$ cat config.mk
export PLATFORM = sky130hd
export DESIGN_NAME = seven_segment_number_formatter_flat
export DESIGN_NICKNAME = d
export VERILOG_FILES = /design/src/design/ssnf_pkg.sv /design/src/design/ssnf_if.sv /design/src/design/ssnf_apb_regs.sv /design/src/design/ssnf_bcd_unit.sv /design/src/design/seven_segment_number_formatter.sv /design/src/flat_wrapper.sv
export SDC_FILE = /design/constraint.sdc
export NUM_CORES = 1
export LEC_CHECK = 0
export ABC_AREA = 1
export BUFFER_PORTS_ARGS = -buffer_cell sky130_fd_sc_hd__buf_2
export CAP_MARGIN = 20
export CELL_PAD_IN_SITES_DETAIL_PLACEMENT = 0
export CELL_PAD_IN_SITES_GLOBAL_PLACEMENT = 2
export CORE_ASPECT_RATIO = 0.5
export CORE_UTILIZATION = 34
export CTS_CLUSTER_SIZE = 40
export DETAILED_ROUTE_END_ITERATION = 8
export GPL_ROUTABILITY_DRIVEN = 0
export PLACE_DENSITY = 0.83
export SLEW_MARGIN = 5
export SYNTH_ARGS = -nofsm -noshare
export SYNTH_HDL_FRONTEND = slang
export SYNTH_SLANG_ARGS = --single-unit
$ cat constraint.sdc
create_clock -name clk -period 3.8 [get_ports clk]
set_clock_uncertainty 0.05 [all_clocks]
set_input_delay 0.38 -clock clk [delete_from_list [all_inputs] [get_ports clk]]
set_output_delay 0.38 -clock clk [all_outputs]
set_load 0.01 [all_outputs]
$ cat src/design/ssnf_pkg.sv
package ssnf_pkg;

	localparam int MAX_DIGITS_DEF = 8;
	localparam int MAG_W = 27;
	localparam int CNT_W = 4;
	localparam int DP_W = 3;
	localparam int SEG_W = 8;
	localparam int POW_W = 34;
	localparam int ADDR_W = 3;
	localparam int DATA_W = 32;

	localparam logic [CNT_W-1:0] DIGIT_COUNT_RST = 4'd8;
	localparam logic REG_DIGIT_COUNT = 1'b0;

	localparam logic [SEG_W-1:0] SEG_MINUS = 8'h02;
	localparam logic [SEG_W-1:0] SEG_POINT = 8'h01;
	localparam logic [SEG_W-1:0] SEG_BLANK = 8'h00;

	typedef struct packed {
		logic load;
		logic shift_out;
	} ssnf_bcd_ctrl_t;

	typedef struct packed {
		logic       done;
		logic [3:0] digit;
	} ssnf_bcd_stat_t;

	function automatic logic [SEG_W-1:0] seg_encode(input logic [3:0] d);
		logic [SEG_W-1:0] s;
		unique case (d)
			4'd0: s = 8'hfc;
			4'd1: s = 8'h60;
			4'd2: s = 8'hda;
			4'd3: s = 8'hf2;
			4'd4: s = 8'h66;
			4'd5: s = 8'hb6;
			4'd6: s = 8'hbe;
			4'd7: s = 8'he0;
			4'd8: s = 8'hfe;
			4'd9: s = 8'hf6;
			default: s = SEG_BLANK;
		endcase
		return s;
	endfunction

	function automatic logic [POW_W-1:0] pow10(input logic [CNT_W-1:0] idx);
		logic [POW_W-1:0] p;
		unique case (idx)
			4'd0: p = 34'd1;
			4'd1: p = 34'd10;
			4'd2: p = 34'd100;
			4'd3: p = 34'd1000;
			4'd4: p = 34'd10000;
			4'd5: p = 34'd100000;
			4'd6: p = 34'd1000000;
			4'd7: p = 34'd10000000;
			4'd8: p = 34'd100000000;
			4'd9: p = 34'd1000000000;
			4'd10: p = 34'd10000000000;
			default: p = {POW_W{1'b1}};
		endcase
		return p;
	endfunction

endpackage

$ cat src/design/ssnf_if.sv
interface ssnf_item_if import ssnf_pkg::*; ();
	logic             valid;
	logic             ready;
	logic [MAG_W-1:0] magnitude;
	logic             negative;
	logic [DP_W-1:0]  point_position;
	logic             blank_leading;

	modport source (output valid, magnitude, negative, point_position, blank_leading,
		input ready);
	modport sink (input valid, magnitude, negative, point_position, blank_leading,
		output ready);
endinterface

interface ssnf_result_if import ssnf_pkg::*; ();
	logic             valid;
	logic             ready;
	logic [SEG_W-1:0] segments;
	logic             last;
	logic             overflow;

	modport source (output valid, segments, last, overflow, input ready);
	modport sink (input valid, segments, last, overflow, output ready);
endinterface

$ cat src/design/ssnf_apb_regs.sv
module ssnf_apb_regs import ssnf_pkg::*; (
	input  logic              clk,
	input  logic              arst_n,
	input  logic              psel,
	input  logic              penable,
	input  logic              pwrite,
	input  logic [ADDR_W-1:0] paddr,
	input  logic [DATA_W-1:0] pwdata,
	output logic [DATA_W-1:0] prdata,
	output logic              pready,
	output logic [CNT_W-1:0]  digit_count
);

	logic [CNT_W-1:0] digit_count_q;
	logic             wr_en;

	assign pready = 1'b1;
	assign wr_en = psel && penable && pwrite && (paddr[2] == REG_DIGIT_COUNT);

	always_ff @(posedge clk or negedge arst_n) begin
		if (!arst_n) begin
			digit_count_q <= DIGIT_COUNT_RST;
		end else if (wr_en) begin
			digit_count_q <= pwdata[CNT_W-1:0];
		end
	end

	assign prdata = (paddr[2] == REG_DIGIT_COUNT) ?
		{{(DATA_W-CNT_W){1'b0}}, digit_count_q} : '0;
	assign digit_count = digit_count_q;

endmodule

$ cat src/design/ssnf_bcd_unit.sv
module ssnf_bcd_unit import ssnf_pkg::*; #(
	parameter int MAX_DIGITS = MAX_DIGITS_DEF
) (
	input  logic             clk,
	input  logic             arst_n,
	input  ssnf_bcd_ctrl_t   ctrl,
	input  logic [MAG_W-1:0] bin,
	output ssnf_bcd_stat_t   stat
);

	localparam int BCD_W = 4 * MAX_DIGITS;
	localparam int CW = $clog2(MAG_W + 1);

	logic [BCD_W-1:0] bcd_q;
	logic [BCD_W-1:0] bcd_adj;
	logic [MAG_W-1:0] bin_q;
	logic [CW-1:0]    cnt_q;
	logic             run;

	// Shift-and-add-three conversion, one binary bit per cycle.
	genvar j;
	generate
		for (j = 0; j < MAX_DIGITS; j++) begin : g_adj
			assign bcd_adj[4*j +: 4] = (bcd_q[4*j +: 4] >= 4'd5) ?
				bcd_q[4*j +: 4] + 4'd3 : bcd_q[4*j +: 4];
		end
	endgenerate

	assign run = (cnt_q != CW'(MAG_W));

	always_ff @(posedge clk or negedge arst_n) begin
		if (!arst_n) begin
			cnt_q <= CW'(MAG_W);
		end else if (ctrl.load) begin
			cnt_q <= '0;
		end else if (run) begin
			cnt_q <= cnt_q + CW'(1);
		end
	end

	always_ff @(posedge clk) begin
		if (ctrl.load) begin
			bcd_q <= '0;
			bin_q <= bin;
		end else if (run) begin
			bcd_q <= {bcd_adj[BCD_W-2:0], bin_q[MAG_W-1]};
			bin_q <= {bin_q[MAG_W-2:0], 1'b0};
		end else if (ctrl.shift_out) begin
			bcd_q <= bcd_q >> 4;
		end
	end

	assign stat.done = !run;
	assign stat.digit = bcd_q[3:0];

endmodule

$ cat src/design/seven_segment_number_formatter.sv
// Formats a signed, pre-scaled decimal number for a seven-segment display.
// The item channel carries the magnitude (already multiplied by ten to the
// number of decimal places), the sign, the point position and a request to
// blank leading zeros. The result channel returns one segment byte per active
// position, from the last position to the first, with last set on the byte
// for the first position. A number that does not fit gives one transaction
// with overflow set and segments zero instead.
// The number of active positions is set through the APB register at offset 0.
// A transaction is captured, converted by the bit-serial binary-to-BCD unit and,
// once the unit has finished, checked for fit on the shared comparator; then its
// bytes are emitted one by one, or the single overflow byte instead.
// The item channel is ready only between transactions; it reopens as soon as
// the final byte sits in the output register. A stalled receiver holds the
// output register and pauses emission without losing bytes. Reset sets eight
// positions and leaves the block idle with no result pending.
module seven_segment_number_formatter import ssnf_pkg::*; #(
	parameter int MAX_DIGITS = MAX_DIGITS_DEF
) (
	input  logic              clk,
	input  logic              arst_n,
	input  logic              psel,
	input  logic              penable,
	input  logic              pwrite,
	input  logic [ADDR_W-1:0] paddr,
	input  logic [DATA_W-1:0] pwdata,
	output logic [DATA_W-1:0] prdata,
	output logic              pready,
	ssnf_item_if.sink         item,
	ssnf_result_if.source     result
);

	localparam logic [2:0] ST_IDLE  = 3'd0;
	localparam logic [2:0] ST_CONV  = 3'd1;
	localparam logic [2:0] ST_CHECK = 3'd2;
	localparam logic [2:0] ST_EMIT  = 3'd3;
	localparam logic [2:0] ST_ERR   = 3'd4;

	logic [2:0]       state_q;
	logic [CNT_W-1:0] digit_count;
	logic [CNT_W-1:0] n_clamp;
	logic [MAG_W-1:0] mag_q;
	logic             neg_q;
	logic [DP_W-1:0]  dp_q;
	logic             blank_q;
	logic [CNT_W-1:0] n_q;
	logic [CNT_W-1:0] k_q;

	logic             res_valid_q;
	logic [SEG_W-1:0] res_seg_q;
	logic             res_last_q;
	logic             res_ovf_q;

	ssnf_bcd_ctrl_t   bcd_ctrl;
	ssnf_bcd_stat_t   bcd_stat;

	logic             accept;
	logic             slot_free;
	logic             emit_fire;
	logic             err_fire;
	logic [CNT_W-1:0] cmp_idx;
	logic             lt;
	logic             no_int_pos;
	logic             pos0;
	logic [SEG_W-1:0] seg_next;

	ssnf_apb_regs u_regs (
		.clk         (clk),
		.arst_n      (arst_n),
		.psel        (psel),
		.penable     (penable),
		.pwrite      (pwrite),
		.paddr       (paddr),
		.pwdata      (pwdata),
		.prdata      (prdata),
		.pready      (pready),
		.digit_count (digit_count)
	);

	ssnf_bcd_unit #(.MAX_DIGITS(MAX_DIGITS)) u_bcd (
		.clk    (clk),
		.arst_n (arst_n),
		.ctrl   (bcd_ctrl),
		.bin    (item.magnitude),
		.stat   (bcd_stat)
	);

	assign n_clamp = (digit_count > CNT_W'(MAX_DIGITS)) ? CNT_W'(MAX_DIGITS) : digit_count;

	assign item.ready = (state_q == ST_IDLE);
	assign accept = item.valid && (state_q == ST_IDLE);
	assign slot_free = !res_valid_q || result.ready;
	assign emit_fire = (state_q == ST_EMIT) && slot_free;
	assign err_fire = (state_q == ST_ERR) && slot_free;

	assign bcd_ctrl.load = accept;
	assign bcd_ctrl.shift_out = emit_fire;

	// The comparator is shared: the fit check uses ten to the number of
	// positions left for digits, emission uses ten to the digit index.
	assign cmp_idx = (state_q == ST_CHECK) ? (n_q - {{(CNT_W-1){1'b0}}, neg_q}) : k_q;
	assign lt = {{(POW_W-MAG_W){1'b0}}, mag_q} < pow10(cmp_idx);
	assign no_int_pos = {1'b0, n_q} <
		({{(CNT_W+1-DP_W){1'b0}}, dp_q} + {{CNT_W{1'b0}}, neg_q} + (CNT_W+1)'(1));

	assign pos0 = (k_q == n_q - CNT_W'(1));

	always_comb begin
		if (neg_q && pos0) begin
			seg_next = SEG_MINUS;
		end else if (blank_q && (k_q > {{(CNT_W-DP_W){1'b0}}, dp_q}) && lt) begin
			seg_next = SEG_BLANK;
		end else begin
			seg_next = seg_encode(bcd_stat.digit);
		end
		if ((dp_q != '0) && (k_q == {{(CNT_W-DP_W){1'b0}}, dp_q})) begin
			seg_next = seg_next | SEG_POINT;
		end
	end

	always_ff @(posedge clk or negedge arst_n) begin
		if (!arst_n) begin
			state_q <= ST_IDLE;
			k_q <= '0;
		end else begin
			unique case (state_q)
				ST_IDLE: begin
					if (accept) begin
						state_q <= ST_CONV;
					end
				end
				ST_CONV: begin
					if (bcd_stat.done) begin
						state_q <= ST_CHECK;
					end
				end
				ST_CHECK: begin
					k_q <= '0;
					state_q <= (no_int_pos || !lt) ? ST_ERR : ST_EMIT;
				end
				ST_EMIT: begin
					if (emit_fire) begin
						k_q <= k_q + CNT_W'(1);
						if (pos0) begin
							state_q <= ST_IDLE;
						end
					end
				end
				ST_ERR: begin
					if (err_fire) begin
						state_q <= ST_IDLE;
					end
				end
				default: state_q <= ST_IDLE;
			endcase
		end
	end

	always_ff @(posedge clk) begin
		if (accept) begin
			mag_q <= item.magnitude;
			neg_q <= item.negative;
			dp_q <= item.point_position;
			blank_q <= item.blank_leading;
			n_q <= n_clamp;
		end
	end

	always_ff @(posedge clk or negedge arst_n) begin
		if (!arst_n) begin
			res_valid_q <= 1'b0;
		end else if (slot_free) begin
			res_valid_q <= emit_fire || err_fire;
		end
	end

	always_ff @(posedge clk) begin
		if (emit_fire) begin
			res_seg_q <= seg_next;
			res_last_q <= pos0;
			res_ovf_q <= 1'b0;
		end else if (err_fire) begin
			res_seg_q <= SEG_BLANK;
			res_last_q <= 1'b0;
			res_ovf_q <= 1'b1;
		end
	end

	assign result.valid = res_valid_q;
	assign result.segments = res_seg_q;
	assign result.last = res_last_q;
	assign result.overflow = res_ovf_q;

`ifndef NO_ASSERTIONS
	a_accept_starts_conv: assert property (@(posedge clk) disable iff (!arst_n)
		accept |=> (state_q == ST_CONV))
		else $error("accepted transaction did not start conversion");

	a_check_after_done: assert property (@(posedge clk) disable iff (!arst_n)
		(state_q == ST_CHECK) |-> bcd_stat.done)
		else $error("fit check before conversion finished");

	a_emit_index: assert property (@(posedge clk) disable iff (!arst_n)
		(state_q == ST_EMIT) |-> (k_q < n_q))
		else $error("emission index beyond active positions");

	a_overflow_alone: assert property (@(posedge clk) disable iff (!arst_n)
		(res_valid_q && res_ovf_q) |-> ((res_seg_q == SEG_BLANK) && !res_last_q))
		else $error("overflow result carries segments or last");
`endif

endmodule

$ cat src/flat_wrapper.sv
// flat-port wrapper written by rule: the top's interface ports become plain ports
module seven_segment_number_formatter_flat import ssnf_pkg::*;
#(
	parameter int MAX_DIGITS = MAX_DIGITS_DEF
)
  (clk, arst_n, psel, penable, pwrite, paddr, pwdata, prdata, pready, item_valid, item_magnitude, item_negative, item_point_position, item_blank_leading, item_ready, result_valid, result_segments, result_last, result_overflow, result_ready);
  ssnf_item_if item_i ();
  ssnf_result_if result_i ();
  input  logic clk;
  input  logic arst_n;
  input  logic psel;
  input  logic penable;
  input  logic pwrite;
  input  logic [ADDR_W-1:0] paddr;
  input  logic [DATA_W-1:0] pwdata;
  output logic [DATA_W-1:0] prdata;
  output logic pready;
  input wire logic [$bits(item_i.valid)-1:0] item_valid;
  input wire logic [$bits(item_i.magnitude)-1:0] item_magnitude;
  input wire logic [$bits(item_i.negative)-1:0] item_negative;
  input wire logic [$bits(item_i.point_position)-1:0] item_point_position;
  input wire logic [$bits(item_i.blank_leading)-1:0] item_blank_leading;
  output wire logic [$bits(item_i.ready)-1:0] item_ready;
  output wire logic [$bits(result_i.valid)-1:0] result_valid;
  output wire logic [$bits(result_i.segments)-1:0] result_segments;
  output wire logic [$bits(result_i.last)-1:0] result_last;
  output wire logic [$bits(result_i.overflow)-1:0] result_overflow;
  input wire logic [$bits(result_i.ready)-1:0] result_ready;
  assign item_i.valid = item_valid;
  assign item_i.magnitude = item_magnitude;
  assign item_i.negative = item_negative;
  assign item_i.point_position = item_point_position;
  assign item_i.blank_leading = item_blank_leading;
  assign item_ready = item_i.ready;
  assign result_valid = result_i.valid;
  assign result_segments = result_i.segments;
  assign result_last = result_i.last;
  assign result_overflow = result_i.overflow;
  assign result_i.ready = result_ready;
  seven_segment_number_formatter #(.MAX_DIGITS(MAX_DIGITS)) u_core (.clk(clk), .arst_n(arst_n), .psel(psel), .penable(penable), .pwrite(pwrite), .paddr(paddr), .pwdata(pwdata), .prdata(prdata), .pready(pready), .item(item_i), .result(result_i));
endmodule
==> results of run 1 <==
[cells by family after synthesis]
family | Yosys count | share of synthesized area [%]
AOI/OAI and AO/OA | 152 | 11.6
xor gates and xnor gates | 21 | 2.42
adders and majority gates | 66 | 10.9
buffers and inverters | 174 | 10.2
DFF | 129 | 44.6
other | 2 | 0.0987
and+or+nand+nor | 345 | 20.1
[flip-flops by register name, summed over array words and instances, names as in the netlist, 3 cells and up, named ones only]
signal / cells
u_core.u_bcd.bcd_q: 32
u_core.mag_q: 27
u_core.u_bcd.bin_q: 27
u_core.result.segments: 8
u_core.u_bcd.cnt_q: 5
u_core.k_q: 4
u_core.n_q: 4
u_core.u_regs.digit_count: 4
u_core.dp_q: 3
u_core.state_q: 3
[cells in the mapped netlist (12+ instances only)]
cell type,count
dfrtp_1,12
edfxtp_1,72
nand2_1,203
nand3_1,29
a21oi_1,59
o221ai_1,15
inv_1,118
clkbuf_1,14
nor2_1,66
dfxtp_1,40
buf_4,29
ha_1,66
xor2_1,15
o21ai_0,43
[cell type report]
cell class	instances	share of cell area, %
Multi-Input combinational cell	613	40.3
Timing Repair Buffer	76	4.83
Clock buffer	19	4.91
Clock inverter	13	1.87
Tap cell	300	4.26
Inverter	123	5.27
Sequential cell	129	38.5
[routing by layer]
metal,track usage (%),up-vias,part of all wire [%]
met5,0,-,0
met2,26.2,90,48
li1,-,3033,-
met1,19.1,2729,47
met3,4.46,16,3.8
met4,4.49,0,1.2
[power groups by stage]
stage	registers, mW	clock network (mW)	logic (mW)
after detailed placement	2.42	0	2.98
final	2.40	1.67	2.98
after global placement	2.42	0	2.94
after global routing	2.46	1.77	3.51
after CTS	2.40	1.72	3.00
after floorplan	2.35	0	2.33
[final timing paths]
check	from	endpoint	slack, ns
setup / recovery	u_core.n_q[0]	u_core.result.segments[4]	0.32
hold / removal	item_point_position[2]	u_core.dp_q[2]	0.07
setup reg to reg	u_core.n_q[0]	u_core.result.segments[4]	0.32
hold reg to reg	u_core.result.overflow	u_core.result.overflow	0.40
max in group asynchronous	arst_n	u_core.u_bcd.cnt_q[4]	3.01
min in group asynchronous	arst_n	u_core.k_q[2]	0.36
[timing repair]
item	in CTS	in global routing
resized for setup	0	7
hold buffers	1	0
endpoints found under the hold margin	12	0
endpoints found under the setup margin	0	10
buffers inserted	0	1
==> reports/results.txt, run 1 <==
final period utilization - 91.7%
Synth cell types - 45
CTS tree - done
CP Launch Type - register
first-pass GRT wire length - 27.6 mm
drt total wl - 16.4 mm
CP peak stage delay - 0.39 ns
outcome - finished clean
R2R depth - 19
post-synthesis sequential area ratio - 44.6%
Inserted Diodes - 0
power share of the sequential group - 34.1%
Synth area leaders - edfxtp_1 28%, ha_1 11%, dfxtp_1 11%, nand2_1 10%, inv_1 5.8%
via/cell ratio - 4.61
die height - 108 um
worst path cell trace - inv_2 -> ha_2 -> ha_1 -> nand3_1 -> nand2_2 -> ha_1 -> nor2_1 -> nor2_1 -> inv_1 -> ha_1 -> nand2_1 -> nor4b_1 -> buf_4 -> nand3_1 -> nor2_1 -> nand2_2 -> nand3_4 -> nand3_4 -> nor2_2
Clk pin slew, worst setup/hold paths - 0.06 ns
Multi-input gate area - 0.00355 mm2
post-route minimum period - 3.48 ns
Final Util - 40.4%
Max Fanout on Critical Path - 6
Post-Synthesis Mean Instance Area - 8.56 um2
register area - 0.00339 mm2
dpl hpwl - 11.7 mm
via count - 5868
Clk pwr share - 23.7%
io pins - 119
WL/cell - 12.9 um
worst slack at placement - 0.169 ns
Cell Rows - 38
hold slack - 0.0658 ns
placed cell count - 1239
CTS sink count - 129
Skew-Pair Late Insertion Delay - 0.43 ns
Lkg Pwr - 4.09 nW
arrival time at the worst endpoint - 3.73 ns
post-synthesis cell area - 0.00761 mm2
Synth Warn # - 0
final setup margin - 0.317 ns
largest net degree at the start of global routing - 32
Fin. Hold Viols - 0
FF+latch count, synth - 129
Syn Inst Count - 889
antenna-violating nets left - 0
max-cap violations - 0
initial core utilization - 34.9%
GRT Overall Usage - 15.5%
combinational power share - 42.3%
final slew viol count - 0
Final nets - 1100
Pre-antenna DRT Iters - 5
async set-or-reset flop fraction in the synthesized netlist - 13.2%
Clock Path Buffers - 2
Placeable Area - 0.0218 mm2
hold path depth - 1
drc violations - 0
die width - 214 um
non-filler instance count after layout - 1273
commonest non-fill, non-tap cell in the layout - nand2_1
die area - 0.0230 mm2
H-tree levels - 4
port buffer count - 59
gr ovfl total - 0
post-route cell area - 0.00881 mm2
sw frac - 39.7%
CP max-delay cell - edfxtp_1
synth-to-layout area growth - 15.8%
fraction of layout cells with a size suffix above 1 - 15.4%
Int Pwr - 4.25 mW
Yosys top cell by area - edfxtp_1
post-synth top area share - 28.4%
Max Fclk - 287 MHz
CTS Buf Count - 17
Sw Pwr - 2.80 mW
cell depth of the worst setup path - 19
total power draw - 7.05 mW
Worst EP required - 4.05 ns
peak supply drop - 0.352 mV
via count of the first global-routing pass - 5586
root buffer cell - clkbuf_16
setup TNS - 0 ns
Worst path top cell family by delay - simple AND/OR/NAND/NOR gates
Hold Crit Class - input pin to register
Crit. End Element - register
Post-synth EDFFs - 72
Crit Path Class - register to register
layout filler cell count - 2186
DR iter-0 viols - 334
endpoints failing setup - 0
pwr dens - 800 mW/mm2
ys flop type - edfxtp_1
initial antenna violation count - 0
post-place instance area - 0.00818 mm2
most frequent cells in the layout - 200 x nand2_1, 117 x inv_1, 72 x edfxtp_1
critical path buffer and inverter count - 3
No activity file was read; power rests on OpenSTA's default activity.
==> run 2: changes to the inputs <==
--- a/config.mk
+++ b/config.mk
@@ -5,17 +5,16 @@
 export SDC_FILE = /design/constraint.sdc
 export NUM_CORES = 1
 export LEC_CHECK = 0
-export ABC_AREA = 1
 export BUFFER_PORTS_ARGS = -buffer_cell sky130_fd_sc_hd__buf_2
 export CAP_MARGIN = 20
 export CELL_PAD_IN_SITES_DETAIL_PLACEMENT = 0
 export CELL_PAD_IN_SITES_GLOBAL_PLACEMENT = 2
 export CORE_ASPECT_RATIO = 0.5
-export CORE_UTILIZATION = 34
+export CORE_UTILIZATION = 36
 export CTS_CLUSTER_SIZE = 40
 export DETAILED_ROUTE_END_ITERATION = 8
 export GPL_ROUTABILITY_DRIVEN = 0
-export PLACE_DENSITY = 0.83
+export PLACE_DENSITY = 0.84
 export SLEW_MARGIN = 5
 export SYNTH_ARGS = -nofsm -noshare
 export SYNTH_HDL_FRONTEND = slang
==> constraint.sdc (replaced) <==
create_clock -name clk -period 3.4 [get_ports clk]
set_clock_uncertainty 0.05 [all_clocks]
set_input_delay 0.34 -clock clk [delete_from_list [all_inputs] [get_ports clk]]
set_output_delay 0.34 -clock clk [all_outputs]
set_load 0.01 [all_outputs]
==> run 2 against run 1 <==
  * The flow now finishes with violations (negative setup slack)
  * Global-route usage grew 1.8 points
  * Via count shrank 0.95%
  * Sequential share of layout area shrank 2.2 points
  * Worst setup slack lost 0.59 ns
  * Routed wire length grew 5.9%
  * Area after synthesis shrank 2.1%
  * Critical endpoint is now u_core.result.segments[3]
  * Largest power group unchanged
==> reports/results.txt, run 2 <==
Max Fclk - 272 MHz (-5.3%)
RSZ-0062 raised after global routing - true
Clock Path Buffers - 2 (unchanged)
antenna-violating nets left - 0 (unchanged)
Placeable Area - 0.0199 mm2 (-9.0%)
Hold Crit Class - input pin to register
max FFs per register - 32 (unchanged)
worst slack at placement - -0.618 ns (-0.787 ns)
Inserted Diodes - 0 (unchanged)
max-cap violations - 0 (unchanged)
Synth cell types - 67 (+49%)
CTS sink count - 129 (unchanged)
Crit Path Class - register to register
non-filler instance count after layout - 1179 (-7.4%)
initial core utilization - 37.5% (+2.6 points)
Final Util - 47.0% (+6.7 points)
slew at the pin closest to its max-slew limit - 0.756 ns
gr ovfl total - 0 (unchanged)
Yosys top cell by area - edfxtp_1
FF+latch count, synth - 129 (unchanged)
synth-to-layout area growth - 25.4%
dpl hpwl - 12.3 mm (+4.9%)
Cell Rows - 36 (-5.3%)
final slew viol count - 0 (unchanged)
drc violations - 0 (unchanged)
Top Registers - u_core.u_bcd.bcd_q (32), u_core.mag_q (27), u_core.u_bcd.bin_q (27)
Post-Synthesis Mean Instance Area - 9.66 um2 (+13%)
Worst EP required - 3.53 ns (-0.52 ns)
io pins - 119 (unchanged)
CTS Buf Count - 17 (unchanged)
Post-synth EDFFs - 72 (unchanged)
worst rel slew slack - 49.4%
post-synth top area share - 29.0% (+0.61 points)
Lkg Pwr - 3.97 nW (-3.1%)
die width - 205 um (-3.8%)
commonest non-fill, non-tap cell in the layout - nand2_1
Synth Warn # - 0 (unchanged)
initial antenna violation count - 0 (unchanged)
peak supply drop - 0.357 mV (+1.3%)
CTS tree - done
failing checks - negative setup slack
post-synthesis sequential area ratio - 45.6% (+0.96 points)
drt total wl - 17.4 mm (+5.9%)
die height - 104 um (-3.8%)
port buffer count - 59 (unchanged)
pwr dens - 937 mW/mm2 (+17%)
Syn Inst Count - 771 (-13%)
Max Fanout on Critical Path - 6 (unchanged)
die area - 0.0213 mm2 (-7.4%)
CP Launch Type - register
placed cell count - 1132 (-8.6%)
via count of the first global-routing pass - 5739 (+2.7%)
synth cell count leaders - 125 x nand2_1, 72 x edfxtp_1, 66 x ha_1
post-synthesis cell area - 0.00745 mm2 (-2.1%)
most numerous cell in the Yosys netlist - nand2_1
Final nets - 1040 (-5.5%)
GRT Overall Usage - 17.3% (+1.8 points)
Skew-Pair Late Insertion Delay - 0.42 ns (about the same)
endpoints failing setup - 10 (+10)
largest net degree at the start of global routing - 58 (+81%)
root buffer cell - clkbuf_16
outcome - finished with violations
Biggest register - u_core.u_bcd.bcd_q
Crit. End Element - register
async set-or-reset flop fraction in the synthesized netlist - 13.2% (unchanged)
ys flop type - edfxtp_1
post-route minimum period - 3.68 ns (+0.194 ns)
via count - 5812 (-0.95%)
first-pass GRT wire length - 29.0 mm (+5.2%)
fraction of layout cells with a size suffix above 1 - 26.1% (+11 points)
Pre-antenna DRT Iters - 5 (unchanged)
arrival time at the worst endpoint - 3.80 ns (+0.07 ns)
Clk pin slew, worst setup/hold paths - 0.06 ns (about the same)
Fin. Hold Viols - 0 (unchanged)
final setup margin - -0.277 ns (-0.594 ns)
setup TNS - -2.53 ns (-2.53 ns)
via/cell ratio - 4.93 (+6.9%)
most frequent cells in the layout - 121 x nand2_1, 75 x buf_4, 72 x edfxtp_1
total power draw - 8.75 mW (+24%)
Synth area leaders - edfxtp_1 29%, ha_1 11%, dfxtp_1 11%, nand2_1 6.3%, dfrtp_1 4.0%
DR iter-0 viols - 329 (-1.5%)
final period utilization - 108% (+16 points)
WL/cell - 14.8 um (+14%)
H-tree levels - 4 (unchanged)
## run 2: logic make-up after synthesis
| kind of cell | after synthesis | share of synthesized area, % |
|---|---|---|
| buffers and inverters | 92 | 6.30 |
| multiplexers | 18 | 2.60 |
| AO/OA/AOI/OAI | 168 | 14.5 |
| adder cells (fa/ha/maj) | 66 | 11.1 |
| AND/OR/NAND/NOR | 270 | 16.7 |
| flip-flops | 129 | 45.6 |
| other | 2 | 0.101 |
| XOR/XNOR | 26 | 3.06 |
## run 2: worst paths after layout
path	startpoint	end	slack, ns	cells after the start
hold reg to reg	u_core.u_bcd.cnt_q[1]	u_core.u_bcd.cnt_q[1]	0.43	2
hold / removal	item_point_position[1]	u_core.dp_q[1]	0.04	1
setup reg to reg	u_core.state_q[0]	u_core.result.segments[3]	-0.28	17
max in group asynchronous	arst_n	u_core.u_bcd.cnt_q[1]	2.64	2
min in group asynchronous	arst_n	u_core.u_bcd.cnt_q[2]	0.33	2
setup / recovery	u_core.state_q[0]	u_core.result.segments[3]	-0.28	17
## run 2: area by class of cell
cell class	instances	area (um2)
fillers	1846	10500
well taps	266	333
clock inverters	15	140
clock buffers	17	425
repair buffers	139	922
inverters	34	131
flip-flops and latches	129	3390
multi-input cells	579	3990
## run 2: routing by layer
layer,share of wire [%],up-vias,global-route usage [%]
li1,-,2945,-
met1,49,2776,22.7
met2,47,76,28.1
met3,2.9,15,4.15
met4,1.1,0,4.76
met5,0,-,0
## run 2: through the flow
stage          hold slack (ns)  area, um2
4_1_cts                 0.0234       9220
3_3_place_gp             0.237       8410
3_5_place_dp             0.248       8410
6_report                0.0430       9340
2_1_floorplan         -0.00559       7620
5_1_grt                 0.0246       9340
## run 2: report_power, final
part | internal, mW | leakage [nW] | total (mW) | switching, mW
combinational | 2.02 | 2.43 | 4.36 | 2.34
clock | 0.967 | 0.277 | 1.75 | 0.784
sequential | 2.28 | 1.26 | 2.64 | 0.354
total | 5.27 | 3.97 | 8.75 | 3.48
## run 2: worst max-delay path, cell delays in order (launching register included)
cell and delay (ns):
dfrtp_1 0.41, or3b_4 0.47, buf_12 0.15, o21ai_4 0.17, buf_6 0.14, ha_4 0.13, nand2_1 0.10, nand2_2 0.11
o21a_1 0.14, ha_1 0.24, nand4_1 0.12, buf_4 0.14, nor2_1 0.06, a2111oi_4 0.23, a21boi_2 0.12, o31ai_4 0.33
a211oi_4 0.13, and2_1 0.19
## run 2: repair_timing
item                                   in CTS  in global routing
gates cloned                                2                  0
setup buffers                               9                  4
setup endpoints to repair                  10                 10
pin swaps                                  22                 13
endpoints found under the hold margin      12                  0
resized for setup                          37                 18
hold buffers                                1                  0
==> run 3: changes to the inputs <==
--- a/config.mk
+++ b/config.mk
@@ -14,7 +14,8 @@
 export CTS_CLUSTER_SIZE = 40
 export DETAILED_ROUTE_END_ITERATION = 8
 export GPL_ROUTABILITY_DRIVEN = 0
-export PLACE_DENSITY = 0.84
+export GPL_TIMING_DRIVEN = 0
+export PLACE_DENSITY = 0.92
 export SLEW_MARGIN = 5
 export SYNTH_ARGS = -nofsm -noshare
 export SYNTH_HDL_FRONTEND = slang
==> run 3 against run 2 <==
  * The run still ends with negative setup slack left
  * Die area unchanged
  * Sequential power about the same
  * Via count up 2.7%
  * Core utilization up 0.40 points
  * Worst hold slack worse by 0.0028 ns
  * Non-clock buffer count up 5
  * Power up 0.97%
  * Critical endpoint is now u_core.result.segments[7]
  * Largest cell class unchanged
  * Largest power group unchanged
==> reports/results.txt, run 3 (synthesis gave the netlist of run 2 again) <==
outcome - finished with violations
failing checks - negative setup slack
CTS Buf Count - 17 (unchanged)
H-tree levels - 4 (unchanged)
fraction of layout cells with a size suffix above 1 - 24.0% (-2.1 points)
synth-to-layout area growth - 26.5%
Clk pin slew, worst setup/hold paths - 0.06 ns (about the same)
first-pass GRT wire length - 29.7 mm (+2.4%)
final slew viol count - 0 (unchanged)
Skew-Pair Late Insertion Delay - 0.42 ns (about the same)
CTS sink count - 129 (unchanged)
io pins - 119 (unchanged)
via count of the first global-routing pass - 5853 (+2.0%)
peak supply drop - 0.310 mV (-13%)
Placeable Area - 0.0199 mm2 (unchanged)
via count - 5968 (+2.7%)
drt total wl - 18.3 mm (+5.2%)
most frequent cells in the layout - 121 x nand2_1, 72 x edfxtp_1, 61 x buf_2
post-route minimum period - 3.82 ns (+0.139 ns)
root buffer cell - clkbuf_16
Worst EP required - 3.52 ns (about the same)
Fin. Hold Viols - 0 (unchanged)
Inserted Diodes - 0 (unchanged)
Biggest register - u_core.u_bcd.bcd_q
CP max-delay cell - edfxtp_1
placed cell count - 1125 (-0.62%)
drc violations - 0 (unchanged)
CP peak stage delay - 0.46 ns (about the same)
Clock Path Buffers - 2 (unchanged)
arrival time at the worst endpoint - 3.94 ns (+0.14 ns)
non-filler instance count after layout - 1182 (+0.25%)
Pre-antenna DRT Iters - 5 (unchanged)
Crit. End Element - register
Cell Rows - 36 (unchanged)
DR iter-0 viols - 374 (+14%)
WL/cell - 15.5 um (+4.9%)
Max Fclk - 262 MHz (-3.7%)
endpoints failing setup - 10 (unchanged)
gr ovfl total - 0 (unchanged)
port buffer count - 59 (unchanged)
worst rel slew slack - 45.3% (-4.1 points)
setup TNS - -3.70 ns (-1.17 ns)
via/cell ratio - 5.05 (+2.4%)
antenna-violating nets left - 0 (unchanged)
worst slack at placement - -0.976 ns (-0.357 ns)
max-cap violations - 0 (unchanged)
slew at the pin closest to its max-slew limit - 0.820 ns (+0.0642 ns)
max FFs per register - 32 (unchanged)
Lkg Pwr - 3.97 nW (about the same)
Max Fanout on Critical Path - 7 (+1)
final setup margin - -0.416 ns (-0.139 ns)
initial core utilization - 37.5% (unchanged)
Final nets - 1043 (+0.29%)
commonest non-fill, non-tap cell in the layout - nand2_1
CTS tree - done
worst path cell trace - ha_2 -> ha_4 -> xnor2_4 -> nor2_4 -> a21o_1 -> clkbuf_8 -> buf_12 -> nor2_4 -> o21ai_0 -> nand2_1 -> ha_4 -> a41oi_2 -> o21ai_1 -> a22oi_1 -> a21boi_2 -> o31ai_4 -> a211oi_4 -> and2_1
die width - 205 um (unchanged)
initial antenna violation count - 0 (unchanged)
die area - 0.0213 mm2 (unchanged)
Crit Path Class - register to register
Top Registers - u_core.u_bcd.bcd_q (32), u_core.mag_q (27), u_core.u_bcd.bin_q (27)
GRT Overall Usage - 17.8% (+0.55 points)
die height - 104 um (unchanged)
Hold Crit Class - input pin to register
RSZ-0062 raised after global routing - true
final period utilization - 112% (+4.1 points)
dpl hpwl - 12.7 mm (+3.5%)
CP Launch Type - register
largest net degree at the start of global routing - 37 (-36%)
total power draw - 8.83 mW (+0.97%)
pwr dens - 938 mW/mm2 (+0.11%)
[run 3: cell count changes in the layout (fill, tap and decap cells not counted), moves of 3 or more]
| cell | before | now |
|---|---|---|
| inv_2 | 1 | 5 |
| buf_1 | 0 | 7 |
| nand2_4 | 0 | 3 |
| buf_4 | 75 | 54 |
| clkbuf_1 | 0 | 16 |
| nand2_2 | 4 | 1 |
| ha_4 | 7 | 10 |
| a21oi_2 | 4 | 0 |
| inv_6 | 7 | 0 |
| a21oi_1 | 47 | 50 |
[run 3: layer usage]
metal,routed length (um),GRT usage [%],up-vias
met2,8640,29.3,129
met4,371,6.98,0
met5,0,0,-
li1,-,-,2937
met1,8550,23.4,2872
met3,753,2.77,30
[run 3: report_power, final]
group / switching, mW / leakage (nW) / internal, mW
Clock: 0.711 / 0.300 / 1.19
Combinational: 2.39 / 2.41 / 1.90
Sequential: 0.361 / 1.26 / 2.29
[run 3: cell type report]
cell class,count,area [um2]
multi-input cells,577,4040
clock buffers,21,493
inverters,34,128
well taps,266,333
fillers,1842,10400
repair buffers,86,546
clock inverters,11,124
flip-flops and latches,129,3400
plain buffers,58,362
[run 3: worst max-delay path, delay by kind of cell (launching register included)]
kind,cells,cell delay (ns)
AO/OA/AOI/OAI,8,1.42
flip-flops,1,0.46
buffers and inverters,2,0.29
AND/OR/NAND/NOR,4,0.52
adder cells (fa/ha/maj),3,0.66
XOR/XNOR,1,0.15
[run 3: path summary, 6_finish.rpt]
check                                      startpoint  depth (start not counted)                           end  slack, ns
min in group asynchronous                      arst_n                          2         u_core.u_bcd.cnt_q[2]       0.33
worst min-delay path                    item_negative                          1                  u_core.neg_q       0.04
worst max register to register           u_core.neg_q                         18     u_core.result.segments[7]      -0.42
worst min register to register  u_core.u_bcd.cnt_q[1]                          2         u_core.u_bcd.cnt_q[1]       0.44
max in group asynchronous                      arst_n                          2  u_core.u_regs.digit_count[3]       2.65
worst max-delay path                     u_core.neg_q                         18     u_core.result.segments[7]      -0.42
[run 3: per-stage QoR]
stage	instance area (um2)	hold WS, ns	utilization, %
after floorplan	7620	-0.00559	-
after global placement	8250	0.242	41.5
after detailed placement	8300	0.243	41.8
after CTS	9380	0.0199	47.2
after global routing	9420	0.0240	47.4
final	9420	0.0402	47.4
[run 3: timing repair]
item                       in CTS  in global routing
pin swaps                      31                 11
buffers inserted               26                  0
hold buffers                    1                  0
hold endpoints to repair       12                  0
resized for setup              50                  6
setup endpoints to repair      10                 37
